==> config.mk <==
export PLATFORM = sky130hd
export DESIGN_NAME = stream_pattern_replace
export DESIGN_NICKNAME = d
export VERILOG_FILES = /design/src/sv/spr_pkg.sv /design/src/sv/spr_win_cell.sv /design/src/sv/spr_obuf_cell.sv /design/src/sv/stream_pattern_replace.sv
export SDC_FILE = /design/constraint.sdc
export NUM_CORES = 1
export LEC_CHECK = 0
export ABC_CLOCK_PERIOD_IN_PS = 13900
export BUFFER_PORTS_ARGS = -buffer_cell sky130_fd_sc_hd__clkbuf_2
export CAP_MARGIN = 20
export CORE_AREA = 3 3 128 254
export DETAILED_ROUTE_END_ITERATION = 8
export DIE_AREA = 0 0 131 257
export GPL_ROUTABILITY_DRIVEN = 0
export PLACE_DENSITY = 0.73
export SYNTH_ARGS = -nofsm -noshare
export SYNTH_HDL_FRONTEND = slang
export SYNTH_SLANG_ARGS = --single-unit
==> constraint.sdc <==
create_clock -name clk_i -period 13.9 [get_ports clk_i]
set_input_delay 0 -clock clk_i [delete_from_list [all_inputs] [get_ports clk_i]]
set_output_delay 0 -clock clk_i [all_outputs]
set_load 0.05 [all_outputs]
==> src/sv/spr_pkg.sv <==
// ----------------------------------------------------------------------------
// spr_pkg: shared types and constants for the pattern replace block
// Word structs, configuration register codes, cell control structs.
// ----------------------------------------------------------------------------
package spr_pkg;

  localparam int PATTERN_MAX = 8;
  localparam int REPLACE_MAX = 8;
  localparam int RES_MAX     = 8;
  localparam int BYTE_W      = 8;
  localparam int LEN_W       = 4;
  localparam int CNT_W       = 4;
  localparam int REG_W       = 64;
  localparam int CFG_IDX_W   = 2;

  typedef enum logic [CFG_IDX_W-1:0] {
    REG_PATTERN_LEN   = 2'd0,
    REG_PATTERN_BYTES = 2'd1,
    REG_REPLACE_LEN   = 2'd2,
    REG_REPLACE_BYTES = 2'd3
  } cfg_reg_e;

  typedef struct packed {
    logic [BYTE_W-1:0] data_byte;
    logic              end_of_string;
  } in_word_t;

  typedef struct packed {
    logic [BYTE_W-1:0] out_byte;
    logic              byte_valid;
    logic              last;
  } out_word_t;

  typedef struct packed {
    logic step;   // word accepted with a nonempty pattern
    logic shift;  // full window missed, drop oldest byte
  } win_ctl_t;

  typedef struct packed {
    logic load;   // new burst from an accepted word
    logic pop;    // head word taken by the receiver
  } obuf_ctl_t;

  function automatic logic [LEN_W-1:0] clamp_len(input logic [LEN_W-1:0] v,
                                                 input logic [LEN_W-1:0] lim);
    logic [LEN_W-1:0] n;
    n = (v > LEN_W'(8)) ? LEN_W'(8) : v;
    if (n > lim) n = lim;
    return n;
  endfunction

endpackage

==> src/sv/spr_win_cell.sv <==
// ----------------------------------------------------------------------------
// spr_win_cell: one byte of the match window
// Holds a window byte, compares it with its pattern byte, shifts to neighbor.
// ----------------------------------------------------------------------------
module spr_win_cell (
  input  logic                      clk_i,
  input  logic                      rst_ni,
  input  spr_pkg::win_ctl_t         ctl_i,
  input  logic                      sel_i,      // this cell takes the new byte
  input  logic                      active_i,   // cell lies inside the pattern
  input  logic [spr_pkg::BYTE_W-1:0] new_byte_i,
  input  logic [spr_pkg::BYTE_W-1:0] pat_byte_i,
  input  logic [spr_pkg::BYTE_W-1:0] nb_byte_i,  // next cell's effective byte
  output logic [spr_pkg::BYTE_W-1:0] eff_byte_o,
  output logic                      eq_o
);

  logic [spr_pkg::BYTE_W-1:0] byte_q, byte_d;

  assign eff_byte_o = sel_i ? new_byte_i : byte_q;
  assign eq_o       = !active_i || (eff_byte_o == pat_byte_i);

  always_comb begin
    byte_d = byte_q;
    if (ctl_i.step) begin
      if (ctl_i.shift) begin
        byte_d = nb_byte_i;
      end else if (sel_i) begin
        byte_d = new_byte_i;
      end
    end
  end

  always_ff @(posedge clk_i or negedge rst_ni) begin
    if (!rst_ni) begin
      byte_q <= '0;
    end else begin
      byte_q <= byte_d;
    end
  end

endmodule

==> src/sv/spr_obuf_cell.sv <==
// ----------------------------------------------------------------------------
// spr_obuf_cell: one slot of the output burst queue
// Loads a result word in parallel, shifts toward the head on each pop.
// ----------------------------------------------------------------------------
module spr_obuf_cell (
  input  logic               clk_i,
  input  logic               rst_ni,
  input  spr_pkg::obuf_ctl_t ctl_i,
  input  spr_pkg::out_word_t ld_word_i,
  input  spr_pkg::out_word_t nb_word_i,
  output spr_pkg::out_word_t word_o
);

  spr_pkg::out_word_t word_q, word_d;

  assign word_o = word_q;

  always_comb begin
    word_d = word_q;
    if (ctl_i.load) begin
      word_d = ld_word_i;
    end else if (ctl_i.pop) begin
      word_d = nb_word_i;
    end
  end

  always_ff @(posedge clk_i or negedge rst_ni) begin
    if (!rst_ni) begin
      word_q <= '0;
    end else begin
      word_q <= word_d;
    end
  end

endmodule

==> src/sv/stream_pattern_replace.sv <==
// ----------------------------------------------------------------------------
// stream_pattern_replace: streaming fixed pattern find and replace
// Byte stream in, rewritten byte stream out, leftmost non-overlapping matches.
// ----------------------------------------------------------------------------
// Input channel: one word per byte (data_byte, end_of_string), valid/ready.
// Output channel: words of (out_byte, byte_valid, last), valid/ready. A bare
// end mark (byte_valid = 0, last = 1) ends a string that yields no byte.
// Config: write pattern_len, pattern_bytes, replace_len, replace_bytes by
// index while idle; writing pattern_len empties the window.
// An accepted word is compared in the same cycle by a row of window cells
// and yields 0 to 8 result words, loaded into an 8-slot output queue.
// The first result appears in the cycle after acceptance. A word that
// yields 0 or 1 results sustains one word per cycle while out_ready_i is
// high; a burst holds input ready low until its last word is being taken.
// Ready depends on out_ready_i when the queue holds its last word.
// A stalled receiver holds the queue head; input waits until the queue
// drains. Reset empties window and queue and clears all config registers.
// ----------------------------------------------------------------------------
module stream_pattern_replace (
  input  logic                            clk_i,
  input  logic                            rst_ni,
  input  logic                            cfg_we_i,
  input  logic [spr_pkg::CFG_IDX_W-1:0]   cfg_idx_i,
  input  logic [spr_pkg::REG_W-1:0]       cfg_data_i,
  input  logic                            in_valid_i,
  output logic                            in_ready_o,
  input  spr_pkg::in_word_t               in_word_i,
  output logic                            out_valid_o,
  input  logic                            out_ready_i,
  output spr_pkg::out_word_t              out_word_o
);

  localparam int BW = spr_pkg::BYTE_W;

  logic [spr_pkg::LEN_W-1:0] pattern_len_q, replace_len_q;
  logic [spr_pkg::REG_W-1:0] pattern_bytes_q, replace_bytes_q;
  logic [spr_pkg::CNT_W-1:0] win_cnt_q, win_cnt_d;
  logic [spr_pkg::CNT_W-1:0] obuf_cnt_q, obuf_cnt_d;

  logic [spr_pkg::LEN_W-1:0] plen, rlen;
  logic [spr_pkg::CNT_W-1:0] wc, new_cnt, res_cnt, res_n;
  logic                      in_acc, out_acc, eos, full, hit, bare, pass;
  logic [BW-1:0]             in_byte;

  spr_pkg::win_ctl_t  win_ctl;
  spr_pkg::obuf_ctl_t obuf_ctl;

  logic [spr_pkg::PATTERN_MAX-1:0][BW-1:0] eff_byte;
  logic [spr_pkg::PATTERN_MAX-1:0]         eq;
  spr_pkg::out_word_t [spr_pkg::RES_MAX-1:0] ld_word, q_word;

  assign in_acc  = in_valid_i && in_ready_o;
  assign out_acc = out_valid_o && out_ready_i;
  assign in_byte = in_word_i.data_byte;
  assign eos     = in_word_i.end_of_string;

  assign plen = spr_pkg::clamp_len(pattern_len_q, spr_pkg::LEN_W'(spr_pkg::PATTERN_MAX));
  assign rlen = spr_pkg::clamp_len(replace_len_q, spr_pkg::LEN_W'(spr_pkg::REPLACE_MAX));
  assign pass = (plen == '0);

  assign wc      = (win_cnt_q >= plen) ? '0 : win_cnt_q;
  assign new_cnt = wc + spr_pkg::CNT_W'(1);
  assign full    = !pass && (new_cnt == plen);
  assign hit     = full && (&eq);

  assign win_ctl.step  = in_acc && !pass;
  assign win_ctl.shift = full && !hit;

  // window cells
  for (genvar i = 0; i < spr_pkg::PATTERN_MAX; i++) begin : g_win
    logic [BW-1:0] nb;
    if (i == spr_pkg::PATTERN_MAX - 1) begin : g_end
      assign nb = eff_byte[i];
    end else begin : g_mid
      assign nb = eff_byte[i+1];
    end
    spr_win_cell u_cell (
      .clk_i      (clk_i),
      .rst_ni     (rst_ni),
      .ctl_i      (win_ctl),
      .sel_i      (wc == spr_pkg::CNT_W'(i)),
      .active_i   (spr_pkg::LEN_W'(i) < plen),
      .new_byte_i (in_byte),
      .pat_byte_i (pattern_bytes_q[i*BW +: BW]),
      .nb_byte_i  (nb),
      .eff_byte_o (eff_byte[i]),
      .eq_o       (eq[i])
    );
  end

  // result count for this word
  always_comb begin
    if (pass) begin
      res_cnt = spr_pkg::CNT_W'(1);
    end else if (hit) begin
      res_cnt = spr_pkg::CNT_W'(rlen);
    end else if (eos) begin
      res_cnt = new_cnt;
    end else begin
      res_cnt = full ? spr_pkg::CNT_W'(1) : '0;
    end
  end

  assign bare  = eos && (res_cnt == '0);
  assign res_n = bare ? spr_pkg::CNT_W'(1) : res_cnt;

  always_comb begin
    for (int i = 0; i < spr_pkg::RES_MAX; i++) begin
      ld_word[i] = '0;
      if (bare) begin
        ld_word[i].last = (i == 0);
      end else begin
        if (pass) begin
          ld_word[i].out_byte = (i == 0) ? in_byte : '0;
        end else if (hit) begin
          ld_word[i].out_byte = replace_bytes_q[i*BW +: BW];
        end else begin
          ld_word[i].out_byte = eff_byte[i];
        end
        ld_word[i].byte_valid = 1'b1;
        ld_word[i].last = eos && (spr_pkg::CNT_W'(i) == res_n - spr_pkg::CNT_W'(1));
      end
    end
  end

  // output queue
  assign obuf_ctl.load = in_acc;
  assign obuf_ctl.pop  = out_acc;

  for (genvar i = 0; i < spr_pkg::RES_MAX; i++) begin : g_obuf
    spr_pkg::out_word_t nb;
    if (i == spr_pkg::RES_MAX - 1) begin : g_end
      assign nb = '0;
    end else begin : g_mid
      assign nb = q_word[i+1];
    end
    spr_obuf_cell u_cell (
      .clk_i     (clk_i),
      .rst_ni    (rst_ni),
      .ctl_i     (obuf_ctl),
      .ld_word_i (ld_word[i]),
      .nb_word_i (nb),
      .word_o    (q_word[i])
    );
  end

  assign out_valid_o = (obuf_cnt_q != '0);
  assign out_word_o  = q_word[0];
  assign in_ready_o  = (obuf_cnt_q == '0) ||
                       ((obuf_cnt_q == spr_pkg::CNT_W'(1)) && out_ready_i);

  always_comb begin
    obuf_cnt_d = obuf_cnt_q;
    if (in_acc) begin
      obuf_cnt_d = res_n;
    end else if (out_acc) begin
      obuf_cnt_d = obuf_cnt_q - spr_pkg::CNT_W'(1);
    end
  end

  always_comb begin
    win_cnt_d = win_cnt_q;
    if (cfg_we_i && (spr_pkg::cfg_reg_e'(cfg_idx_i) == spr_pkg::REG_PATTERN_LEN)) begin
      win_cnt_d = '0;
    end else if (in_acc && !pass) begin
      if (eos || hit) begin
        win_cnt_d = '0;
      end else if (full) begin
        win_cnt_d = plen - spr_pkg::CNT_W'(1);
      end else begin
        win_cnt_d = new_cnt;
      end
    end
  end

  always_ff @(posedge clk_i or negedge rst_ni) begin
    if (!rst_ni) begin
      pattern_len_q   <= '0;
      pattern_bytes_q <= '0;
      replace_len_q   <= '0;
      replace_bytes_q <= '0;
      win_cnt_q       <= '0;
      obuf_cnt_q      <= '0;
    end else begin
      win_cnt_q  <= win_cnt_d;
      obuf_cnt_q <= obuf_cnt_d;
      if (cfg_we_i) begin
        case (spr_pkg::cfg_reg_e'(cfg_idx_i))
          spr_pkg::REG_PATTERN_LEN:   pattern_len_q   <= cfg_data_i[spr_pkg::LEN_W-1:0];
          spr_pkg::REG_PATTERN_BYTES: pattern_bytes_q <= cfg_data_i;
          spr_pkg::REG_REPLACE_LEN:   replace_len_q   <= cfg_data_i[spr_pkg::LEN_W-1:0];
          spr_pkg::REG_REPLACE_BYTES: replace_bytes_q <= cfg_data_i;
          default: ;
        endcase
      end
    end
  end

endmodule
### Yosys cells after proc, flatten, opt, wreduce, memory -nomap -nowiden

Index checks and enable logic that the tools add are counted.

| storage, ports and cells | value |
|---|---|
| register bits after elaboration | 288 |
| latch bits | 0 |
| bits in writable memories | 0 |
| memory bits (read-only) | 0 |
| output and inout port bits | 12 |
| memories | 0 |

| operators by class | value |
|---|---|
| add/subtract/negate cells | 4 |
| multiply operators | 0 |
| div/mod/pow operators | 0 |
| $lt $le $gt $ge | 13 |
| equal/unequal tests | 27 |
| shift-type cells | 0 |
| multiplexer cells | 79 |
| bitwise operators | 0 |
| reduce and logical (&&, ||, !) cells | 51 |

Operators with widths:

| operator | number |
|---|---|
| 8-bit 2-to-1 mux | 31 |
| 10-bit 2-to-1 mux | 16 |
| 9-bit 2-to-1 mux | 8 |
| 8-bit equality test | 8 |
| 4-bit 2-to-1 mux | 15 |
| 4-bit logical NOT | 5 |
| 1-bit logical AND | 17 |
| 3-bit by 4-bit equality test with 1-bit output, first input constant | 4 |
| 4-bit by 3-bit equality test with 1-bit output, second input constant | 4 |
| 4-bit greater-than comparator, second input constant | 4 |
| 3-bit by 4-bit < comparator with 1-bit output, first input constant | 4 |
| 4-bit by 1-bit subtractor with 4-bit output, second input constant | 3 |
| 1-bit logical NOT | 10 |
| 1-bit logical OR | 10 |
| 1-bit 2-to-1 mux | 9 |
| 2-bit by 4-bit equality test with 1-bit output, first input constant | 2 |
| 4-bit by 1-bit equality test with 1-bit output, second input constant | 2 |
| 4-bit by 2-bit equality test with 1-bit output, second input constant | 2 |
| 1-bit by 4-bit < comparator with 1-bit output, first input constant | 2 |
| 2-bit by 4-bit < comparator with 1-bit output, first input constant | 2 |
| 2-bit AND reduction | 4 |
| 8-bit AND reduction | 1 |
| 4-bit by 1-bit adder with 4-bit output, second input constant | 1 |
| 1-bit by 4-bit equality test with 1-bit output, first input constant | 1 |
| other kinds (7) | 9 |

### Longest topological paths before layout

Gate-level depths: netlist (run 1).

| depth | value |
|---|---|
| depth in word-level cells | 22 |
| gate-level depth with buffers | 28 |
| depth with buffers taken out | 21 |

### By module

Synthesis (run 1) repeated with hierarchy kept, for this count alone.

| second synthesis, totals | value |
|---|---|
| cell total of the unflattened synthesis | 1363 |
| area, all modules | 16518.3 um^2 |

By module, submodules not included:

| module | times used | cells each | area each (um^2) | sequential area each (um^2) |
|---|---|---|---|---|
| stream_pattern_replace | 1 | 651 | 7900.1 | 3603.5 |
| spr_win_cell | 8 | 46 | 614.3 | 200.2 |
| spr_obuf_cell | 8 | 43 | 462.9 | 250.2 |

### Worst setup path after synthesis (run 1)

No wires, ideal clock.

| timing path | value |
|---|---|
| path kind | flip-flop to flip-flop |
| from | reg pattern_len_q[3] (netlist bit) |
| to | reg g_obuf[0].u_cell.word_q (netlist bit g_obuf[0].u_cell.word_o[0]) |
| library setup time | 129 ps |
| arrival time | 5267 ps |
| slack | 8504 ps |
| cell stages (with the launch flop) | 25 |
| path buffers | 5 |
| path through | dfrtp_1 -> clkbuf_1 -> inv_1 -> nand2_1 -> inv_1 -> ha_1 -> nor3b_4 -> buf_4 -> buf_4 -> nor2_1 -> nor2_1 -> nand2_1 -> inv_1 -> ha_1 -> clkbuf_1 -> nand2_1 -> a21oi_1 -> o21ai_0 -> o41ai_1 -> nand3_2 -> or4b_1 -> buf_2 -> or3_1 -> a21oi_2 -> o31ai_1 |

| between the ends | value |
|---|---|
| cells in the longest elaborated chain, start to end | 22 |
| elaborated cells between the ends (all ways) | 73 |

Ends and longest elaborated chain:

| item | line | RTL |
|---|---|---|
| start: declaration | stream_pattern_replace.sv:35 | `logic [spr_pkg::LEN_W-1:0] pattern_len_q, replace_len_q;` |
| start signal: assignment | stream_pattern_replace.sv:189 | `spr_pkg::REG_PATTERN_LEN: pattern_len_q <= cfg_data_i[spr_pkg::LEN_W-1:0];` |
| 4-bit greater-than comparator | spr_pkg.sv:47 | `n = (v > LEN_W'(8)) ? LEN_W'(8) : v;` |
| 4-bit 2-to-1 mux * | spr_pkg.sv:47 |  |
| 4-bit greater-than comparator | spr_pkg.sv:48 | `if (n > lim) n = lim;` |
| 4-bit 2-to-1 mux * | spr_pkg.sv:48 |  |
| 4-bit >= comparator | stream_pattern_replace.sv:61 | `assign wc = (win_cnt_q >= plen) ? '0 : win_cnt_q;` |
| 4-bit 2-to-1 mux | stream_pattern_replace.sv:61 |  |
| 4-bit by 1-bit equality test with 1-bit output, or another cell as far along | stream_pattern_replace.sv:81 | `.sel_i (wc == spr_pkg::CNT_W'(i)),` |
| 8-bit 2-to-1 mux | -- |  |
| [... 6 more ...] | -- |  |
| 4-bit logical NOT | stream_pattern_replace.sv:104 | `assign bare = eos && (res_cnt == '0);` |
| 1-bit logical AND | stream_pattern_replace.sv:104 |  |
| 4-bit 2-to-1 mux | stream_pattern_replace.sv:105 | `assign res_n = bare ? spr_pkg::CNT_W'(1) : res_cnt;` |
| 4-bit by 1-bit subtractor with 4-bit output | stream_pattern_replace.sv:121 | `ld_word[i].last = eos && (spr_pkg::CNT_W'(i) == res_n - spr_pkg::CNT_W'(1));` |
| 4-bit logical NOT | stream_pattern_replace.sv:121 |  |
| 1-bit logical AND | stream_pattern_replace.sv:121 |  |
| 1-bit 2-to-1 mux * | stream_pattern_replace.sv:110 | `if (bare) begin` |
| 10-bit 2-to-1 mux * | spr_obuf_cell.sv:20 | `if (ctl_i.load) begin` |
| end signal: assignment | spr_obuf_cell.sv:31 | `word_q <= word_d;` |
| end: declaration | spr_obuf_cell.sv:14 | `spr_pkg::out_word_t word_q, word_d;` |

Mark *: on every way between the ends. The rest lies on a longest branch, timed or not.
A chain may end at the register's enable or synchronous reset.

### Final worst setup path (run 1)

| timing path | value |
|---|---|
| from | reg pattern_len_q[3] (netlist bit) |
| to | reg g_obuf[4].u_cell.word_q (netlist bit g_obuf[4].u_cell.word_o[0]) |

| between the ends | value |
|---|---|
| cells in the longest elaborated chain, start to end | 22 |
| elaborated cells between the ends (all ways) | 73 |

Ends and longest elaborated chain:

| item | line |
|---|---|
| 4-bit greater-than comparator | spr_pkg.sv:47 |
| 4-bit 2-to-1 mux * | spr_pkg.sv:47 |
| 4-bit greater-than comparator | spr_pkg.sv:48 |
| 4-bit 2-to-1 mux * | spr_pkg.sv:48 |
| 4-bit >= comparator | stream_pattern_replace.sv:61 |
| 4-bit 2-to-1 mux | stream_pattern_replace.sv:61 |
| 4-bit by 1-bit equality test with 1-bit output, or another cell as far along | stream_pattern_replace.sv:81 |
| 8-bit 2-to-1 mux | -- |
| [... 6 more ...] | -- |
| 4-bit logical NOT | stream_pattern_replace.sv:104 |
| 1-bit logical AND | stream_pattern_replace.sv:104 |
| 4-bit 2-to-1 mux | stream_pattern_replace.sv:105 |
| 4-bit by 1-bit subtractor with 4-bit output | stream_pattern_replace.sv:121 |
| 3-bit by 4-bit equality test with 1-bit output | stream_pattern_replace.sv:121 |
| 1-bit logical AND | stream_pattern_replace.sv:121 |
| 1-bit 2-to-1 mux * | stream_pattern_replace.sv:110 |
| 10-bit 2-to-1 mux * | spr_obuf_cell.sv:20 |
| end signal: assignment | spr_obuf_cell.sv:31 |
| end: declaration | spr_obuf_cell.sv:14 |

Marks and branches as above.

==> results of run 1 <==
logic make-up (layout without fill, tap and decap cells):
group	Yosys count	after routing	synth area share (%)
DFF	288	288	47.0
buffers and inverters	151	276	4.05
and+or+nand+nor	348	348	10.4
xor gates and xnor gates	76	76	4.34
AOI/OAI and AO/OA	431	431	18.1
muxes	208	208	14.9
adders and majority gates	13	13	1.06
layout by cell type, fill, tap and decap left out, drive strengths merged, types with 8 or more instances in the layout:
cell / synthesis / layout
a21oi: 41 / 41
a221o: 10 / 10
a22oi: 72 / 72
a311oi: 15 / 15
and2: 9 / 9
buf: 22 / 27
clkbuf: 88 / 129
dfrtp: 288 / 288
dlygate4sd3: 0 / 70
ha: 13 / 13
inv: 40 / 40
mux2: 163 / 163
mux2i: 45 / 45
nand2: 171 / 171
nand3: 20 / 20
nand4: 12 / 12
nor2: 61 / 61
nor2b: 19 / 19
nor3: 20 / 20
o2111a: 16 / 16
o2111ai: 9 / 9
o211ai: 8 / 8
o21ai: 211 / 211
xnor2: 36 / 36
xor2: 40 / 40
path summary, 6_finish.rpt:
check,startpoint,to,slack [ns],depth (start not counted)
min in group asynchronous,rst_ni,pattern_bytes_q[55],0.14,2
worst min register to register,g_obuf[7].u_cell.word_o[8],g_obuf[7].u_cell.word_o[8],0.49,2
worst max register to register,pattern_len_q[3],g_obuf[4].u_cell.word_o[0],6.83,22
worst max-delay path,pattern_len_q[3],g_obuf[4].u_cell.word_o[0],6.83,22
max in group asynchronous,rst_ni,pattern_bytes_q[21],12.02,5
worst min-delay path,cfg_we_i,win_cnt_q[2],0.04,4
worst min-delay path: stages:
cell	delay [ns]
clkbuf_2	0.12
nor3b_1	0.15
buf_4	0.18
nor2_1	0.11
state kept, by name, indices dropped and copies added, names as in the netlist:
signal,count
g_obuf.u_cell.word_o,80
g_win.u_cell.byte_q,64
obuf_cnt_q,4
pattern_bytes_q,64
pattern_len_q,4
replace_bytes_q,64
replace_len_q,4
win_cnt_q,4
power by group:
part / switching [W] / internal, W
Clock: 0.000325 / 0.000497
Sequential: 0.000184 / 0.00102
Combinational: 0.000629 / 0.000381
routing by layer:
| metal | GRT usage [%] | vias up |
|---|---|---|
| li1 | - | 5689 |
| met1 | 31.1 | 6226 |
| met2 | 49.7 | 557 |
| met3 | 4.11 | 225 |
| met4 | 24.9 | 0 |
| met5 | 0 | - |
cell type report:
cell class / count / area, sq um / share of cell area (%)
flip-flops and latches: 288 / 7210 / 40.4
clock inverters: 9 / 209 / 1.17
multi-input cells: 1076 / 7550 / 42.4
clock buffers: 39 / 771 / 4.33
inverters: 41 / 154 / 0.864
well taps: 418 / 523 / 2.93
repair buffers: 187 / 1400 / 7.86
metrics by stage:
stage          util, %  total power [W]  cells  setup WS, ns  area, sq um
5_1_grt           57.8          0.00319   2058          6.37        17800
2_1_floorplan        -          0.00184   1515          8.50        15300
6_report          57.8          0.00304   2058          6.83        17800
3_5_place_dp      52.1          0.00219   1938          7.09        16100
4_1_cts           57.6          0.00303   2056          7.04        17800
3_3_place_gp      52.1          0.00215   1938          7.30        16100
timing repair:
action	CTS	global route
resized for setup	0	0
endpoints found under the setup margin	0	0
endpoints found under the hold margin	270	0
hold buffers	70	0
cell usage after synthesis (all sizes together), types with 3 or more instances:
| master | count | area [sq um] |
|---|---|---|
| o22ai | 5 | 31.3 |
| xor2 | 40 | 350 |
| o221ai | 7 | 61.3 |
| nor4 | 7 | 50.1 |
| and2 | 9 | 56.3 |
| xnor2 | 36 | 315 |
| a211oi | 3 | 22.5 |
| mux2i | 45 | 450 |
| inv | 40 | 150 |
| a22oi | 72 | 541 |
| nor2b | 19 | 119 |
| nand3b | 3 | 22.5 |
| or3 | 5 | 31.3 |
| o2111a | 16 | 180 |
| nor3b | 3 | 33.8 |
| o21a | 3 | 22.5 |
| a21oi | 41 | 213 |
| a221o | 10 | 100 |
| o2111ai | 9 | 78.8 |
| a311oi | 15 | 131 |
| and3 | 3 | 18.8 |
| nor2 | 61 | 229 |
| nand4 | 12 | 75.1 |
| dfrtp | 288 | 7210 |
| nor3 | 20 | 105 |
| buf | 22 | 136 |
| ha | 13 | 163 |
| o311a | 5 | 50.1 |
| clkbuf | 88 | 330 |
| nand2b | 7 | 43.8 |
| nand2 | 171 | 642 |
| o21ai | 211 | 1060 |
| nand3 | 20 | 105 |
| o211ai | 8 | 70.1 |
| mux2 | 163 | 1840 |
| a31oi | 4 | 25.0 |
==> run metrics, run 1 <==
Die Height=approximately 260 microns; final hold violation count=0; RSZ-0062 raised after global routing=false; filler instances=approximately 2600; wl on met1=approximately 16 mm; clock-pin slew on the worst setup and hold paths=~0.070 ns; Setup crit end kind=flop; Max Slew Vio Count=0; slowest CP cell=or4b_2; Mapped Area=~0.015 sq mm; data arrival time of the critical path=between 7 and 8 ns; die area=0.0337 sq mm; Max Used Layer=met4; row count=91; DRC Markers=0; Worst IR Drop VDD=0.109 mV; DRT Pass-1 Iters=5; cell mode on critical path=inv_1; final setup TNS=0 ns; CP Cell Sequence=inv_1 > nand2_1 > inv_1 > ha_1 > nor3b_4 > buf_4 > nor2_1 > nor2_1 > nand2_1 > inv_1 > ha_1 > nor2b_1 > a311oi_1 > xor2_1 > nand4_1 > o41ai_2 > nand3_2 > or4b_2 > buf_4 > mux2i_1 > a21oi_1 > a31o_1; Antenna diodes=0; GRT Residual Overflow=0; Worst Setup Path Type=flop to flop; antenna violations before repair=0; I/O pin cnt=a little over 90; final period utilization=between 50% and 60%; post-synthesis sequential area ratio=a little under half; Tightest Pin Transition=about 1.1 ns; max-cap viol count=0; post-synthesis instance total=about 1500; Vias/cell=between 6 and 7; Slew Limit Headroom=between 20% and 30%; YS warnings=0; Worst Skew=just under 0.03 ns; clock root cell=clkbuf_16; initial core utilization=about half; Leakage=8.00 nW; wire length per cell=approximately 24 microns; hold slack=0.0382 ns; initial DRC count=between 1000 and 1500; detailed-route via count=around 13000; WL met3=2.67 mm; core area=0.0309 sq mm; Post-layout nets=1714; Post-CTS Setup Bufs=0; WP data required=about 14 ns; Met2 Wirelength=~25 mm; worst skew pair latency=~0.56 ns; Post-DP HPWL=33.9 mm; area delta synth->final=16.3%; port buffer count=approximately 90; Main synth FF type=dfrtp_1; crit-path leading delay family=simple AND/OR/NAND/NOR gates; pwr dens=approximately 170 mW/mm^2; CTS buffer count=27; Finish-stage setup viols=0; EDFF count, synth=0; largest net degree at the start of global routing=~130; CTS Sinks=288; Synth Register Bits=about 290; worst hold path type=primary input to flop; Fmax=between 100 and 150 MHz; Global Route Usage Sum=between 20% and 30%; post-route ant nets=0; Worst Path Max Fanout=39; synth unique cells=70; Final min period=slightly above 7 ns; first-pass GRT wire length=about 76 mm; H-tree levels=1; Syn Nets=between 1500 and 2000; Longest Clk Path Bufs=3; fraction of layout instances using a drive strength above 1=about a fifth; startpoint types=flop; status=finished, final reports clean; buffer and inverter count on the worst path=5; vias in the first global route=roughly 13000; WL final=49.0 mm; Die Wd=131 microns; syn_area_per_cell=about 10 sq um; slowest stage delay, CP=about 1.1 ns; CTS tree=yes; fraction of registers with async set or reset after synthesis=100%
(Power assumes the default switching activity.)
==> run 2, diff against run 1 <==
--- a/config.mk
+++ b/config.mk
@@ -5,7 +5,7 @@
 export SDC_FILE = /design/constraint.sdc
 export NUM_CORES = 1
 export LEC_CHECK = 0
-export ABC_CLOCK_PERIOD_IN_PS = 13900
+export ABC_CLOCK_PERIOD_IN_PS = 7150
 export BUFFER_PORTS_ARGS = -buffer_cell sky130_fd_sc_hd__clkbuf_2
 export CAP_MARGIN = 20
 export CORE_AREA = 3 3 128 254
==> constraint.sdc (replaced) <==
create_clock -name clk_i -period 7.15 [get_ports clk_i]
set_input_delay 0 -clock clk_i [delete_from_list [all_inputs] [get_ports clk_i]]
set_output_delay 0 -clock clk_i [all_outputs]
set_load 0.05 [all_outputs]
==> run metrics, run 2 (same netlist as run 1, synthesis figures left out) <==
post-route ant nets=0 (unchanged); filler instances=2622 (unchanged); row count=91 (unchanged); WP data required=7.57 ns (-6.78 ns); slowest CP cell=or4b_2; port buffer count=91 (unchanged); CTS tree=yes; dpl cells=1942 (+0.21%); first-pass GRT wire length=73.8 mm (-2.6%); Longest Clk Path Bufs=3 (unchanged); vias in the first global route=13013 (-1.4%); die area=0.0337 sq mm (unchanged); area delta synth->final=16.3% (about the same); Die Wd=131 microns (unchanged); commonest non-fill, non-tap cell in the layout=dfrtp_1; RSZ-0062 raised after global routing=false; Worst Skew=0.00938 ns (-0.0198 ns); core area=0.0309 sq mm (unchanged); I/O pin cnt=92 (unchanged); worst skew pair latency=0.56 ns (about the same); Worst Path Max Fanout=38 (-2.6%); wire length per cell=23.0 microns (-3.5%); cell mode on critical path=inv_1; Fmax=158 MHz (+12%); pwr dens=329 mW/mm^2 (+93%); GRT Residual Overflow=0 (unchanged); H-tree levels=1 (unchanged); Global Route Usage Sum=28.3% (-1.1 points); final std cells w/o fill=2065 (+0.34%); detailed-route via count=12670 (-0.21%); buffer and inverter count on the worst path=5 (unchanged); Reg area=0.00721 sq mm (unchanged); startpoint types=flop; M3 GR Usage=4.36% (+0.25 points); WL final=47.5 mm (-3.2%); CTS resizes=0 (unchanged); Leakage=8.01 nW (+0.20%); gr busiest metal=met2; hold_buf cts=71 (+1.4%); most frequent cells in the layout=dfrtp_1, o21ai_0, nand2_1; crit-path leading delay family=simple AND/OR/NAND/NOR gates; met2 usage=48.7% (-1.1 points); Slew Limit Headroom=32.2% (+3.8 points); CP Cell Sequence=inv_1 > nand2_1 > inv_1 > ha_1 > nor3b_4 > nor2_1 > nor2_1 > nand2_1 > inv_1 > ha_1 > inv_1 > o311a_1 > xor2_1 > nand4_1 > o22ai_1 > nand3_2 > or4b_2 > buf_4 > o21ai_0 > o21ai_0; Worst IR Drop VDD=0.206 mV (+89%); DRC Markers=0 (unchanged); final hold violation count=0 (unchanged); data arrival time of the critical path=6.76 ns (-0.76 ns); DRT Pass-1 Iters=5 (unchanged); final period utilization=88.7% (+38 points); final setup TNS=0 ns (unchanged); Post-CTS Setup Bufs=0 (unchanged); initial DRC count=1035 (-10%); max-cap viol count=0 (unchanged); largest net degree at the start of global routing=183 (+42%); Worst Setup Path Type=flop to flop; Finish-stage setup viols=0 (unchanged); Vias/cell=6.14 (-0.55%); fraction of layout instances using a drive strength above 1=21.1% (+0.47 points); Max Slew Vio Count=0 (unchanged); Final min period=6.34 ns (-0.731 ns); initial core utilization=49.6% (unchanged); antenna violations before repair=1 (+1); CTS Sinks=288 (unchanged); Setup crit end kind=flop; Die Height=257 microns (unchanged); Post-layout nets=1718 (+0.23%); max reg flops=80 (unchanged); Tightest Pin Transition=1.02 ns (-0.0533 ns); clock-pin slew on the worst setup and hold paths=0.07 ns (about the same); worst hold path type=primary input to flop; area of the multi-input gates=0.00755 sq mm (about the same); status=finished, final reports clean; slowest stage delay, CP=1.11 ns (+0.04 ns); clock root cell=clkbuf_16; CTS buffer count=27 (unchanged); Post-DP HPWL=32.8 mm (-3.3%); met1 usage in global routing=30.3% (-0.88 points)
==> run 2: per-layer routing <==
layer  vias to the layer above  wire, microns
li1                       5695              -
met1                      6228          16000
met2                       522          24300
met3                       225           2480
met4                         0           4670
met5                         -              0
==> run 2: power breakdown <==
part,leakage [nW],switching [W],internal (W)
registers,3.67,0.000355,0.00199
logic,3.86,0.00121,0.000752
clock network,0.477,0.000643,0.000913
total,8.01,0.00220,0.00366
==> run 2: final timing paths <==
kind                       slack (ns)  cells past startpoint                    endpoint                       start
max                              0.81                     20  g_obuf[5].u_cell.word_o[2]            pattern_len_q[3]
min                              0.04                      3   g_win[0].u_cell.byte_q[1]                in_word_i[2]
max reg2reg                      0.81                     20  g_obuf[5].u_cell.word_o[2]            pattern_len_q[3]
min reg2reg                      0.48                      2  g_obuf[7].u_cell.word_o[0]  g_obuf[7].u_cell.word_o[0]
max in group asynchronous        5.54                      3   g_win[2].u_cell.byte_q[7]                      rst_ni
min in group asynchronous        0.10                      2         pattern_bytes_q[50]                      rst_ni
==> run 2: final cells by class <==
class                           count  share of cell area [%]
Clock buffer                       38                    4.42
Clock inverter                     12                   0.941
Antenna cell                        1                  0.0140
Multi-Input combinational cell   1076                    42.4
Timing Repair Buffer              191                    8.01
Tap cell                          418                    2.94
Sequential cell                   288                    40.4
Inverter                           41                   0.864
==> run 2: worst register-to-register path, stage by stage, from the launching register on <==
cell	delay, ns
dfrtp_1	0.51
inv_1	0.15
nand2_1	0.13
inv_1	0.11
ha_1	0.32
nor3b_4	0.19
nor2_1	0.09
nor2_1	0.13
nand2_1	0.13
inv_1	0.19
ha_1	0.44
inv_1	0.33
o311a_1	0.53
xor2_1	0.19
nand4_1	0.30
o22ai_1	0.37
nand3_2	0.18
or4b_2	1.11
buf_4	0.42
o21ai_0	0.25
o21ai_0	0.11
==> run 2: through the flow <==
| stage | hold WS, ns | power [W] | worst slack [ns] | area (sq um) | utilization, % |
|---|---|---|---|---|---|
| after floorplan | -0.296 | 0.00358 | 1.75 | 15300 | - |
| after global placement | 0.106 | 0.00420 | 1.14 | 16100 | 52.2 |
| after detailed placement | 0.116 | 0.00425 | 0.965 | 16100 | 52.2 |
| after CTS | 0.0239 | 0.00584 | 0.927 | 17800 | 57.6 |
| after global routing | 0.0704 | 0.00614 | 0.397 | 17800 | 57.7 |
| final | 0.0429 | 0.00586 | 0.810 | 17800 | 57.7 |
